**src/sv/sha1_byte_stream_hash_macros.svh**
```systemverilog
// ----------------------------------------------------------------------------
// SHA-1 byte stream hash: assertion macros
// Shared property wrappers, sampled on clock and disabled during reset.
// ----------------------------------------------------------------------------
`ifndef SHA1_BYTE_STREAM_HASH_MACROS_SVH
`define SHA1_BYTE_STREAM_HASH_MACROS_SVH

// same-cycle implication
`define SHA1BS_ASSERT(label, ante, cons, msg) \
   label: assert property (@(posedge clock) disable iff (reset) (ante) |-> (cons)) \
      else $error(msg);

// next-cycle implication
`define SHA1BS_ASSERT_NEXT(label, ante, cons, msg) \
   label: assert property (@(posedge clock) disable iff (reset) (ante) |=> (cons)) \
      else $error(msg);

`endif

```
**src/sv/sha1bs_pkg.sv**
```systemverilog
// ----------------------------------------------------------------------------
// SHA-1 byte stream hash: package
// Shared types, round constants and round helpers.
// ----------------------------------------------------------------------------
`default_nettype none

package sha1bs_pkg;

   localparam logic [31:0] SHA1_H0 = 32'h6745_2301;
   localparam logic [31:0] SHA1_H1 = 32'hEFCD_AB89;
   localparam logic [31:0] SHA1_H2 = 32'h98BA_DCFE;
   localparam logic [31:0] SHA1_H3 = 32'h1032_5476;
   localparam logic [31:0] SHA1_H4 = 32'hC3D2_E1F0;

   localparam logic [31:0] SHA1_K0 = 32'h5A82_7999;
   localparam logic [31:0] SHA1_K1 = 32'h6ED9_EBA1;
   localparam logic [31:0] SHA1_K2 = 32'h8F1B_BCDC;
   localparam logic [31:0] SHA1_K3 = 32'hCA62_C1D6;

   localparam logic [6:0] ROUND_K1_START = 7'd20;
   localparam logic [6:0] ROUND_K2_START = 7'd40;
   localparam logic [6:0] ROUND_K3_START = 7'd60;
   localparam logic [6:0] ROUND_LAST     = 7'd79;

   localparam logic [3:0] WORD_LEN_HI = 4'd14;   // length word, high half
   localparam logic [3:0] WORD_LEN_LO = 4'd15;   // length word, low half, last of block

   localparam logic [1:0] BYTE_POS_LAST = 2'd3;

   localparam logic [31:0] PAD_WORD_FULL = 32'h8000_0000;  // 0x80 opening a word
   localparam logic [31:0] PAD_WORD_ONE  = 32'h0080_0000;  // 0x80 after one data byte

   // one packed message word as handed from front to back
   typedef struct packed {
      logic [31:0] word;    // big-endian, unused low bytes zero
      logic [1:0]  nb_m1;   // data bytes in word, minus one
      logic        last;    // holds the final message byte
   } word_entry_type;

   typedef struct packed {
      logic full;
      logic not_empty;
   } queue_status_type;

   typedef struct packed {
      logic        valid;
      logic [31:0] w4;
      logic [31:0] w3;
      logic [31:0] w2;
      logic [31:0] w1;
      logic [31:0] w0;
   } digest_type;

   typedef enum logic [1:0] {
      ST_LOAD,
      ST_PAD,
      ST_ROUND,
      ST_FINAL
   } core_state_type;

   function automatic logic [31:0] sha1bs_f(input logic [6:0] rnd, input logic [31:0] b,
                                           input logic [31:0] c, input logic [31:0] d);
      logic [31:0] f;
      priority if (rnd < ROUND_K1_START) begin
         f = (b & c) | (~b & d);
      end else if (rnd < ROUND_K2_START) begin
         f = b ^ c ^ d;
      end else if (rnd < ROUND_K3_START) begin
         f = (b & c) | (b & d) | (c & d);
      end else begin
         f = b ^ c ^ d;
      end
      return f;
   endfunction

   function automatic logic [31:0] sha1bs_k(input logic [6:0] rnd);
      logic [31:0] k;
      priority if (rnd < ROUND_K1_START) begin
         k = SHA1_K0;
      end else if (rnd < ROUND_K2_START) begin
         k = SHA1_K1;
      end else if (rnd < ROUND_K3_START) begin
         k = SHA1_K2;
      end else begin
         k = SHA1_K3;
      end
      return k;
   endfunction

endpackage

`default_nettype wire

```
**src/sv/sha1bs_front.sv**
```systemverilog
// ----------------------------------------------------------------------------
// SHA-1 byte stream hash: front end
// Takes byte beats and packs them big-endian into words for the queue.
// ----------------------------------------------------------------------------
`default_nettype none

module sha1bs_front import sha1bs_pkg::*; (
   input  logic           clock,
   input  logic           reset,
   input  logic           req_tvalid,
   output logic           req_tready,
   input  logic [7:0]     req_tdata,
   input  logic           req_tlast,
   input  logic           q_full,
   output logic           push,
   output word_entry_type push_entry
);

   logic [31:0] acc_ff, acc_in;
   logic [1:0]  bpos_ff, bpos_in;
   logic [31:0] merged;
   logic        accept;

   assign req_tready = !q_full;
   assign accept     = req_tvalid && req_tready;

   // byte 0 lands in the top byte of the word
   assign merged = acc_ff | ({24'd0, req_tdata} << {~bpos_ff, 3'b000});
   assign push   = accept && ((bpos_ff == BYTE_POS_LAST) || req_tlast);

   assign push_entry.word  = merged;
   assign push_entry.nb_m1 = bpos_ff;
   assign push_entry.last  = req_tlast;

   always_comb begin
      acc_in  = acc_ff;
      bpos_in = bpos_ff;
      if (push) begin
         acc_in  = '0;
         bpos_in = '0;
      end else if (accept) begin
         acc_in  = merged;
         bpos_in = bpos_ff + 2'd1;
      end
   end

   always_ff @(posedge clock) begin
      if (reset) begin
         acc_ff  <= '0;
         bpos_ff <= '0;
      end else begin
         acc_ff  <= acc_in;
         bpos_ff <= bpos_in;
      end
   end

endmodule

`default_nettype wire

```
**src/sv/sha1bs_queue.sv**
```systemverilog
// ----------------------------------------------------------------------------
// SHA-1 byte stream hash: word queue
// Small FIFO between the packing front end and the compression back end.
// ----------------------------------------------------------------------------
`default_nettype none

`include "sha1_byte_stream_hash_macros.svh"

module sha1bs_queue import sha1bs_pkg::*; #(
   parameter int DEPTH = 4   // 2 or more
) (
   input  logic             clock,
   input  logic             reset,
   input  logic             push,
   input  word_entry_type   push_entry,
   input  logic             pop,
   output word_entry_type   head,
   output queue_status_type status
);

   localparam int PW = $clog2(DEPTH);
   localparam int CW = $clog2(DEPTH + 1);

   word_entry_type  mem_ff [DEPTH];
   logic [PW-1:0]   wr_ptr_ff, wr_ptr_in;
   logic [PW-1:0]   rd_ptr_ff, rd_ptr_in;
   logic [CW-1:0]   count_ff, count_in;

   assign head             = mem_ff[rd_ptr_ff];
   assign status.full      = (count_ff == CW'(DEPTH));
   assign status.not_empty = (count_ff != '0);

   always_comb begin
      wr_ptr_in = wr_ptr_ff;
      rd_ptr_in = rd_ptr_ff;
      count_in  = count_ff;
      if (push) begin
         wr_ptr_in = (wr_ptr_ff == PW'(DEPTH - 1)) ? '0 : wr_ptr_ff + 1'b1;
      end
      if (pop) begin
         rd_ptr_in = (rd_ptr_ff == PW'(DEPTH - 1)) ? '0 : rd_ptr_ff + 1'b1;
      end
      if (push && !pop) begin
         count_in = count_ff + 1'b1;
      end else if (pop && !push) begin
         count_in = count_ff - 1'b1;
      end
   end

   always_ff @(posedge clock) begin
      if (reset) begin
         wr_ptr_ff <= '0;
         rd_ptr_ff <= '0;
         count_ff  <= '0;
      end else begin
         wr_ptr_ff <= wr_ptr_in;
         rd_ptr_ff <= rd_ptr_in;
         count_ff  <= count_in;
      end
   end

   always_ff @(posedge clock) begin
      if (push) begin
         mem_ff[wr_ptr_ff] <= push_entry;
      end
   end

   `SHA1BS_ASSERT(a_no_push_full, push, !status.full || pop, "push into full queue")
   `SHA1BS_ASSERT(a_no_pop_empty, pop, status.not_empty, "pop from empty queue")
   `SHA1BS_ASSERT_NEXT(a_push_fills, push, count_ff != '0, "queue empty after push")

endmodule

`default_nettype wire

```
**src/sv/sha1bs_core.sv**
```systemverilog
// ----------------------------------------------------------------------------
// SHA-1 byte stream hash: compression back end
// Loads words, appends padding and length, runs 80 rounds per block.
// ----------------------------------------------------------------------------
`default_nettype none

`include "sha1_byte_stream_hash_macros.svh"

module sha1bs_core import sha1bs_pkg::*; (
   input  logic           clock,
   input  logic           reset,
   input  word_entry_type q_head,
   input  logic           q_valid,
   output logic           q_pop,
   input  logic           out_free,
   output digest_type     digest
);

   core_state_type state_ff, state_in;
   logic [3:0]     wcnt_ff, wcnt_in;
   logic [6:0]     rnd_ff, rnd_in;
   logic [60:0]    bcnt_ff, bcnt_in;
   logic           msg_end_ff, msg_end_in;   // last byte taken, padding under way
   logic           need80_ff, need80_in;     // 0x80 still to place
   logic           len_ok_ff, len_ok_in;     // length fits in this block
   logic           len_done_ff, len_done_in; // length is in this block

   logic [31:0] h_ff [5];
   logic [31:0] h_in [5];
   logic [31:0] a_ff, b_ff, c_ff, d_ff, e_ff;
   logic [31:0] a_in, b_in, c_in, d_in, e_in;
   logic [31:0] win_ff [16];   // schedule window, win_ff[0] is W[t]
   logic [31:0] win_in [16];

   logic [31:0] sum [5];
   logic [31:0] w_new;
   logic [31:0] t_val;
   logic [31:0] word;
   logic        load_word;
   logic [63:0] len_bits;

   assign sum[0] = h_ff[0] + a_ff;
   assign sum[1] = h_ff[1] + b_ff;
   assign sum[2] = h_ff[2] + c_ff;
   assign sum[3] = h_ff[3] + d_ff;
   assign sum[4] = h_ff[4] + e_ff;

   assign len_bits = {bcnt_ff, 3'b000};

   assign w_new = win_ff[13] ^ win_ff[8] ^ win_ff[2] ^ win_ff[0];
   assign t_val = {a_ff[26:0], a_ff[31:27]} + sha1bs_f(rnd_ff, b_ff, c_ff, d_ff) + e_ff
                + win_ff[0] + sha1bs_k(rnd_ff);

   always_comb begin
      state_in     = state_ff;
      wcnt_in      = wcnt_ff;
      rnd_in       = rnd_ff;
      bcnt_in      = bcnt_ff;
      msg_end_in   = msg_end_ff;
      need80_in    = need80_ff;
      len_ok_in    = len_ok_ff;
      len_done_in  = len_done_ff;
      h_in         = h_ff;
      a_in         = a_ff;
      b_in         = b_ff;
      c_in         = c_ff;
      d_in         = d_ff;
      e_in         = e_ff;
      win_in       = win_ff;
      q_pop        = 1'b0;
      digest.valid = 1'b0;
      digest.w0    = sum[0];
      digest.w1    = sum[1];
      digest.w2    = sum[2];
      digest.w3    = sum[3];
      digest.w4    = sum[4];
      load_word    = 1'b0;
      word         = '0;

      unique case (state_ff)
         ST_LOAD: begin
            if (q_valid) begin
               q_pop     = 1'b1;
               load_word = 1'b1;
               word      = q_head.word;
               bcnt_in   = bcnt_ff + 61'(q_head.nb_m1) + 61'd1;
               if (q_head.last) begin
                  msg_end_in = 1'b1;
                  if (q_head.nb_m1 == BYTE_POS_LAST) begin
                     need80_in = 1'b1;
                  end else begin
                     word      = word | (PAD_WORD_ONE >> {q_head.nb_m1, 3'b000});
                     len_ok_in = (wcnt_ff < WORD_LEN_HI);
                  end
               end
            end
         end
         ST_PAD: begin
            load_word = 1'b1;
            if (need80_ff) begin
               word      = PAD_WORD_FULL;
               need80_in = 1'b0;
               len_ok_in = (wcnt_ff < WORD_LEN_HI);
            end else if (len_ok_ff && (wcnt_ff == WORD_LEN_HI)) begin
               word = len_bits[63:32];
            end else if (len_ok_ff && (wcnt_ff == WORD_LEN_LO)) begin
               word        = len_bits[31:0];
               len_done_in = 1'b1;
            end else begin
               word = '0;
            end
         end
         ST_ROUND: begin
            for (int i = 0; i < 15; i++) begin
               win_in[i] = win_ff[i+1];
            end
            win_in[15] = {w_new[30:0], w_new[31]};
            a_in   = t_val;
            b_in   = a_ff;
            c_in   = {b_ff[1:0], b_ff[31:2]};
            d_in   = c_ff;
            e_in   = d_ff;
            rnd_in = rnd_ff + 7'd1;
            if (rnd_ff == ROUND_LAST) begin
               state_in = ST_FINAL;
            end
         end
         ST_FINAL: begin
            if (len_done_ff) begin
               // digest goes out, then back to a fresh message
               if (out_free) begin
                  digest.valid = 1'b1;
                  h_in[0]      = SHA1_H0;
                  h_in[1]      = SHA1_H1;
                  h_in[2]      = SHA1_H2;
                  h_in[3]      = SHA1_H3;
                  h_in[4]      = SHA1_H4;
                  bcnt_in      = '0;
                  msg_end_in   = 1'b0;
                  need80_in    = 1'b0;
                  len_ok_in    = 1'b0;
                  len_done_in  = 1'b0;
                  state_in     = ST_LOAD;
               end
            end else begin
               h_in      = sum;
               len_ok_in = msg_end_ff && !need80_ff;
               state_in  = msg_end_ff ? ST_PAD : ST_LOAD;
            end
         end
      endcase

      if (load_word) begin
         for (int i = 0; i < 15; i++) begin
            win_in[i] = win_ff[i+1];
         end
         win_in[15] = word;
         wcnt_in    = wcnt_ff + 4'd1;
         if (wcnt_ff == WORD_LEN_LO) begin
            state_in = ST_ROUND;
            rnd_in   = '0;
            a_in     = h_ff[0];
            b_in     = h_ff[1];
            c_in     = h_ff[2];
            d_in     = h_ff[3];
            e_in     = h_ff[4];
         end else if (msg_end_in) begin
            state_in = ST_PAD;
         end
      end
   end

   always_ff @(posedge clock) begin
      if (reset) begin
         state_ff    <= ST_LOAD;
         wcnt_ff     <= '0;
         rnd_ff      <= '0;
         bcnt_ff     <= '0;
         msg_end_ff  <= 1'b0;
         need80_ff   <= 1'b0;
         len_ok_ff   <= 1'b0;
         len_done_ff <= 1'b0;
         h_ff[0]     <= SHA1_H0;
         h_ff[1]     <= SHA1_H1;
         h_ff[2]     <= SHA1_H2;
         h_ff[3]     <= SHA1_H3;
         h_ff[4]     <= SHA1_H4;
      end else begin
         state_ff    <= state_in;
         wcnt_ff     <= wcnt_in;
         rnd_ff      <= rnd_in;
         bcnt_ff     <= bcnt_in;
         msg_end_ff  <= msg_end_in;
         need80_ff   <= need80_in;
         len_ok_ff   <= len_ok_in;
         len_done_ff <= len_done_in;
         h_ff        <= h_in;
      end
   end

   always_ff @(posedge clock) begin
      a_ff   <= a_in;
      b_ff   <= b_in;
      c_ff   <= c_in;
      d_ff   <= d_in;
      e_ff   <= e_in;
      win_ff <= win_in;
   end

   `SHA1BS_ASSERT(a_round_range, state_ff == ST_ROUND, rnd_ff <= ROUND_LAST, "round past 79")
   `SHA1BS_ASSERT(a_no_pop_in_pad, msg_end_ff, !q_pop, "queue popped while padding")
   `SHA1BS_ASSERT_NEXT(a_digest_clears, digest.valid, state_ff == ST_LOAD && ~|bcnt_ff, "no clear")

endmodule

`default_nettype wire

```
**src/sv/sha1_byte_stream_hash.sv**
```systemverilog
// ----------------------------------------------------------------------------
// SHA-1 byte stream hash: top level
// SHA-1 digest of a byte stream, one message byte per beat, tlast on the end.
// ----------------------------------------------------------------------------
//
//   channel | dir | beat content
//   --------+-----+--------------------------------------------------------
//   req_*   | in  | tdata[7:0] data_byte, tlast is_last
//   rsp_*   | out | tdata[159:0] digest_word_0 (lowest) .. digest_word_4
//
// Bytes are taken one a cycle while the word queue has room. A 64-byte block
// is loaded as 16 words, then runs 80 rounds and one chaining update.
// After the pop of the last byte's word, padding and length follow, in a second
// block if the length spills; the rsp beat is registered from the digest.
// Synchronous active-high reset restores the initial hash values.
// A stalled rsp side holds the digest; the queue then fills and drops req_tready.
// ----------------------------------------------------------------------------
`default_nettype none

module sha1_byte_stream_hash import sha1bs_pkg::*; #(
   parameter int QUEUE_DEPTH = 4   // word queue entries, 2 or more
) (
   input  logic         clock,
   input  logic         reset,
   input  logic         req_tvalid,
   output logic         req_tready,
   input  logic [7:0]   req_tdata,    // [7:0] data_byte
   input  logic         req_tlast,    // is_last
   output logic         rsp_tvalid,
   input  logic         rsp_tready,
   output logic [159:0] rsp_tdata     // [31:0] digest_word_0 .. [159:128] digest_word_4
);

   logic             push;
   word_entry_type   push_entry;
   logic             pop;
   word_entry_type   head;
   queue_status_type q_status;
   digest_type       digest;
   logic             out_free;

   logic             rsp_tvalid_ff, rsp_tvalid_in;
   logic [159:0]     rsp_tdata_ff, rsp_tdata_in;

   sha1bs_front u_front (
      .clock      (clock),
      .reset      (reset),
      .req_tvalid (req_tvalid),
      .req_tready (req_tready),
      .req_tdata  (req_tdata),
      .req_tlast  (req_tlast),
      .q_full     (q_status.full),
      .push       (push),
      .push_entry (push_entry)
   );

   sha1bs_queue #(
      .DEPTH (QUEUE_DEPTH)
   ) u_queue (
      .clock      (clock),
      .reset      (reset),
      .push       (push),
      .push_entry (push_entry),
      .pop        (pop),
      .head       (head),
      .status     (q_status)
   );

   sha1bs_core u_core (
      .clock    (clock),
      .reset    (reset),
      .q_head   (head),
      .q_valid  (q_status.not_empty),
      .q_pop    (pop),
      .out_free (out_free),
      .digest   (digest)
   );

   // output register: free when empty or being drained this cycle
   assign out_free = !rsp_tvalid_ff || rsp_tready;

   always_comb begin
      rsp_tvalid_in = rsp_tvalid_ff;
      rsp_tdata_in  = rsp_tdata_ff;
      if (digest.valid) begin
         rsp_tvalid_in = 1'b1;
         rsp_tdata_in  = {digest.w4, digest.w3, digest.w2, digest.w1, digest.w0};
      end else if (rsp_tready) begin
         rsp_tvalid_in = 1'b0;
      end
   end

   always_ff @(posedge clock) begin
      if (reset) begin
         rsp_tvalid_ff <= 1'b0;
      end else begin
         rsp_tvalid_ff <= rsp_tvalid_in;
      end
   end

   always_ff @(posedge clock) begin
      rsp_tdata_ff <= rsp_tdata_in;
   end

   assign rsp_tvalid = rsp_tvalid_ff;
   assign rsp_tdata  = rsp_tdata_ff;

endmodule

`default_nettype wire
```
**config.mk**
```make
export PLATFORM = sky130hd
export DESIGN_NAME = sha1_byte_stream_hash
export DESIGN_NICKNAME = d
export VERILOG_FILES = /design/src/sv/sha1bs_pkg.sv /design/src/sv/sha1bs_front.sv /design/src/sv/sha1bs_queue.sv /design/src/sv/sha1bs_core.sv /design/src/sv/sha1_byte_stream_hash.sv
export VERILOG_INCLUDE_DIRS = /design/src /design/src/sv
export SDC_FILE = /design/constraint.sdc
export NUM_CORES = 2
export LEC_CHECK = 0
export BUFFER_PORTS_ARGS = -buffer_cell sky130_fd_sc_hd__buf_2
export CAP_MARGIN = 20
export CORE_MARGIN = 2
export CORE_UTILIZATION = 40
export CTS_CLUSTER_SIZE = 40
export DETAILED_ROUTE_END_ITERATION = 12
export MAX_ROUTING_LAYER = met4
export PLACE_DENSITY = 0.55
export SLEW_MARGIN = 30
export SYNTH_ARGS = -nofsm -noshare
export SYNTH_HDL_FRONTEND = slang
export SYNTH_SLANG_ARGS = --single-unit
export TNS_END_PERCENT = 50
```
**constraint.sdc**
```tcl
create_clock -name clock -period 27.7 [get_ports clock]
set_input_delay 2.77 -clock clock [delete_from_list [all_inputs] [get_ports clock]]
set_output_delay 2.77 -clock clock [all_outputs]
set_load 0.01 [all_outputs]
```
==> metrics.txt <==
# TYPE chip_impl_metric gauge
chip_impl_metric{name="critical_path.max_stage_delay",unit="ns"} 0.55
chip_impl_info{name="tritoncts",value="yes"} 1
chip_impl_metric{name="drv_cap",unit=""} 0
chip_impl_metric{name="dr.first_iter.drc_count",unit=""} 2903
chip_impl_metric{name="area_growth_syn_to_fin",unit="%"} 13.7
chip_impl_metric{name="tritoncts.num_buffers",unit=""} 139
chip_impl_metric{name="detail_route.first_pass.iterations",unit=""} 5
chip_impl_metric{name="cellLeakagePower",unit="nW"} 24.6
chip_impl_info{name="setup.worst_path.start_class",value="register"} 1
chip_impl_metric{name="grt_overflow",unit=""} 0
chip_impl_metric{name="floorplan.die.height",unit="um"} 380
chip_impl_info{name="synth_commonest_cells",value="edfxtp_1, nor2_1, dfxtp_1, a21oi_1, ha_1"} 1
chip_impl_metric{name="power.density",unit="nW/um^2"} 142
chip_impl_metric{name="mappedNetlistNets",unit=""} 4913
chip_impl_metric{name="synth_cells",unit=""} 4538
chip_impl_metric{name="vias_after_detailed_routing",unit=""} 35800
chip_impl_metric{name="timing_hold_violations_final",unit=""} 0
chip_impl_metric{name="tightest_slew",unit="ns"} 0.984
chip_impl_info{name="yosys.area.top_type",value="edfxtp_1"} 1
chip_impl_metric{name="hold_fix_buffers_at_cts",unit=""} 0
chip_impl_metric{name="cts-htree-levels",unit=""} 4
chip_impl_metric{name="setup-tns-final",unit="ns"} 0
chip_impl_metric{name="ys_async_sr_fraction",unit="%"} 0
chip_impl_metric{name="reg2regPathDepth",unit=""} 28
chip_impl_metric{name="arrival",unit="ns"} 8.06
chip_impl_metric{name="grt_pass1_vias",unit=""} 34800
chip_impl_metric{name="grt_first_pass_wirelength",unit="mm"} 227
chip_impl_metric{name="remaining_antenna_violation_count",unit=""} 0
chip_impl_metric{name="critical_path_cell_count",unit=""} 28
chip_impl_metric{name="floorplan.die.width",unit="um"} 380
chip_impl_metric{name="antenna_found_initial",unit=""} 1
chip_impl_info{name="rsz0062_at_grt",value="false"} 1
chip_impl_metric{name="layout-drive-gt1-share",unit="%"} 10.4
chip_impl_metric{name="vdd_drop_max",unit="mV"} 0.123
chip_impl_info{name="synth_ff_type",value="edfxtp_1"} 1
chip_impl_metric{name="postLayoutCoreUtil",unit="%"} 45.9
chip_impl_metric{name="critPathMaxFanout",unit=""} 35
chip_impl_metric{name="worst_case_clock_skew",unit="ns"} 0.0342
chip_impl_metric{name="cts_resized",unit=""} 0
chip_impl_metric{name="grt_util_all_layers",unit="%"} 21.5
chip_impl_metric{name="synthesis.area",unit="sq um"} 56500
chip_impl_metric{name="numClockSinks",unit=""} 1254
chip_impl_metric{name="avgViaCountPerCell",unit=""} 5.33
chip_impl_metric{name="cts.path.max_buffers",unit=""} 3
chip_impl_info{name="timing.hold.worst.class",value="register to register"} 1
chip_impl_metric{name="number_of_warnings_reported_in_the_yosys_synthesis_log",unit=""} 0
chip_impl_metric{name="worst_ep_required_time",unit="ns"} 28.41
chip_impl_metric{name="grt_start_max_net_pins",unit=""} 190
chip_impl_info{name="cts_root_buf",value="clkbuf_16"} 1
chip_impl_metric{name="netlist-cell-type-count",unit=""} 84
chip_impl_metric{name="synth_seq_area_share",unit="%"} 58.9
chip_impl_info{name="critical-path-top-delay-family",value="compound AO/OA/AOI/OAI gates"} 1
chip_impl_info{name="worstSetupEndpointType",value="register"} 1
chip_impl_metric{name="num_antenna_cells",unit=""} 0
chip_impl_metric{name="die-area",unit="sq um"} 144000
chip_impl_metric{name="synth.avg_cell_area",unit="sq um"} 12.4
chip_impl_metric{name="final.min_clock_period",unit="ns"} 7.35
chip_impl_metric{name="number_of_i_o_pins",unit=""} 175
chip_impl_metric{name="drt-total-wl",unit="mm"} 152
chip_impl_metric{name="routed_len_inst",unit="um"} 22.7
chip_impl_metric{name="initial_utilization",unit="%"} 40.4
chip_impl_metric{name="min_period_over_period",unit="%"} 26.5
chip_impl_metric{name="clk_pin_slew_worst_paths",unit="ns"} 0.06
chip_impl_info{name="netlist_top_cells_area",value="edfxtp_1, dfxtp_1, ha_1"} 1
chip_impl_metric{name="setup_violations",unit=""} 0
chip_impl_info{name="worst_path_slowest_cell",value="a41oi_1"} 1
chip_impl_metric{name="remaining_drc_errors",unit=""} 0
chip_impl_info{name="post-synth-top-count-cell",value="edfxtp_1"} 1
chip_impl_metric{name="rows",unit=""} 137
chip_impl_metric{name="highest_clock_frequency_the_design_can_meet",unit="MHz"} 136
chip_impl_metric{name="clk-insertion-delay-late",unit="ns"} 0.79
chip_impl_metric{name="coreArea",unit="sq um"} 140000
chip_impl_metric{name="hold_path_depth",unit=""} 0
chip_impl_metric{name="io_buffers",unit=""} 174
chip_impl_metric{name="synthesis_stage_register_bit_count",unit=""} 1254
chip_impl_metric{name="detailedPlacementHpwl",unit="mm"} 108
chip_impl_info{name="status",value="completed"} 1
chip_impl_metric{name="finalWeightedCongestion",unit=""} 0.946
chip_impl_metric{name="post-cts-setup-buffer-count",unit=""} 0
chip_impl_metric{name="report.final.slew_viol_count",unit=""} 0
chip_impl_info{name="timing_worst_setup_path_type",value="register to register"} 1
chip_impl_metric{name="synth_enable_flop_cells",unit=""} 812
chip_impl_metric{name="post-synth-top-area-fraction",unit="%"} 43.2
chip_impl_metric{name="worstPathBufferInverterCount",unit=""} 7
chip_impl_metric{name="design.final.nets",unit=""} 5097
chip_impl_metric{name="worst_slew_margin_rel",unit="%"} 34.2
==> sequential cells by signal (all words and copies together) (netlist names), 2 cells and up, named ones only <==
name and flops:
u_core.win_ff 512, rsp_tdata 160, u_core.h_ff 160, u_queue.mem_ff 140, u_core.bcnt_ff 61, u_core.a_ff 32, u_core.b_ff 32, u_core.c_ff 32
u_core.d_ff 32, u_core.e_ff 32, u_front.acc_ff 32, u_core.rnd_ff 7, u_core.wcnt_ff 4, u_queue.count_ff 3, u_core.state_ff 2, u_front.bpos_ff 2
u_queue.rd_ptr_ff 2, u_queue.wr_ptr_ff 2
==> path summary, 6_finish.rpt <==
kind              slack (ns)                            to                          from
hold reg to reg         0.41  u_core.win_ff[433]$_DFFE_PP_  u_core.win_ff[401]$_DFFE_PP_
setup reg to reg       20.35       u_core.a_ff[31]$_DFF_P_   u_core.rnd_ff[4]$_SDFF_PP0_
hold / removal          0.41  u_core.win_ff[433]$_DFFE_PP_  u_core.win_ff[401]$_DFFE_PP_
setup / recovery       20.35       u_core.a_ff[31]$_DFF_P_   u_core.rnd_ff[4]$_SDFF_PP0_
==> per-stage QoR <==
stage	cells	hold WS [ns]	setup WS (ns)	instance area [sq um]	power [mW]
6_report	6712	0.407	20.35	64200	9.11
5_1_grt	6712	0.415	19.87	64200	9.73
4_1_cts	6710	0.410	20.36	64100	9.17
3_5_place_dp	6455	0.405	20.39	59500	7.24
3_3_place_gp	6454	0.400	20.49	59400	7.24
2_1_floorplan	4538	0.400	14.79	56500	6.15
==> worst register-to-register path, delay by kind of cell (launching register included) <==
family,cells,cell delay [ns]
simple gates,8,1.36
buf+inv,7,1.25
fa+ha+maj,5,1.80
flops,1,0.38
compound gates,8,2.49
==> where the power goes <==
| group | internal, mW | switching [mW] |
|---|---|---|
| clock | 1.09 | 0.780 |
| sequential | 2.86 | 0.507 |
| combinational | 1.53 | 2.34 |
==> layout by cell type (no fill, tap or decap), types with 27 or more instances in the layout <==
| cell | n |
|---|---|
| nor2_1 | 445 |
| nand4_1 | 31 |
| buf_2 | 173 |
| xnor2_1 | 202 |
| edfxtp_1 | 812 |
| a21oi_1 | 343 |
| mux2i_1 | 155 |
| nand2_1 | 229 |
| clkbuf_16 | 140 |
| and3_1 | 31 |
| nand3_1 | 48 |
| nor3_1 | 30 |
| or3_1 | 27 |
| buf_4 | 39 |
| a22o_1 | 32 |
| a31oi_1 | 38 |
| dfxtp_1 | 441 |
| clkbuf_1 | 41 |
| xor2_1 | 127 |
| mux4_2 | 35 |
| a22oi_1 | 100 |
| nor2b_1 | 46 |
| a211oi_1 | 29 |
| a21o_1 | 117 |
| o22ai_1 | 58 |
| o21ai_0 | 134 |
| fa_1 | 126 |
| ha_1 | 235 |
| inv_1 | 225 |
==> area by class of cell <==
type,instances,area (sq um)
clock inverter,62,822
timing repair buffer,221,1330
multi-input combinational,2879,21800
inverter,227,852
clock buffer,193,3820
fill,12800,75700
sequential,1254,33200
tap,1876,2350
==> kinds of logic after synthesis <==
logic type      share of synthesized area [%]
compound gates                           11.9
xor+xnor                                 5.10
fa+ha+maj                                9.70
buf+inv                                  2.73
flops                                    58.9
mux                                      4.14
simple gates                             7.54
==> per-layer routing <==
metal	share of wire, %	track usage [%]	up-vias
met5	0	-	-
li1	-	-	16900
met3	4.5	3.24	241
met4	4.0	8.49	0
met2	47	33.5	863
met1	45	28.4	17800
Power figures use the tool's default switching activity.
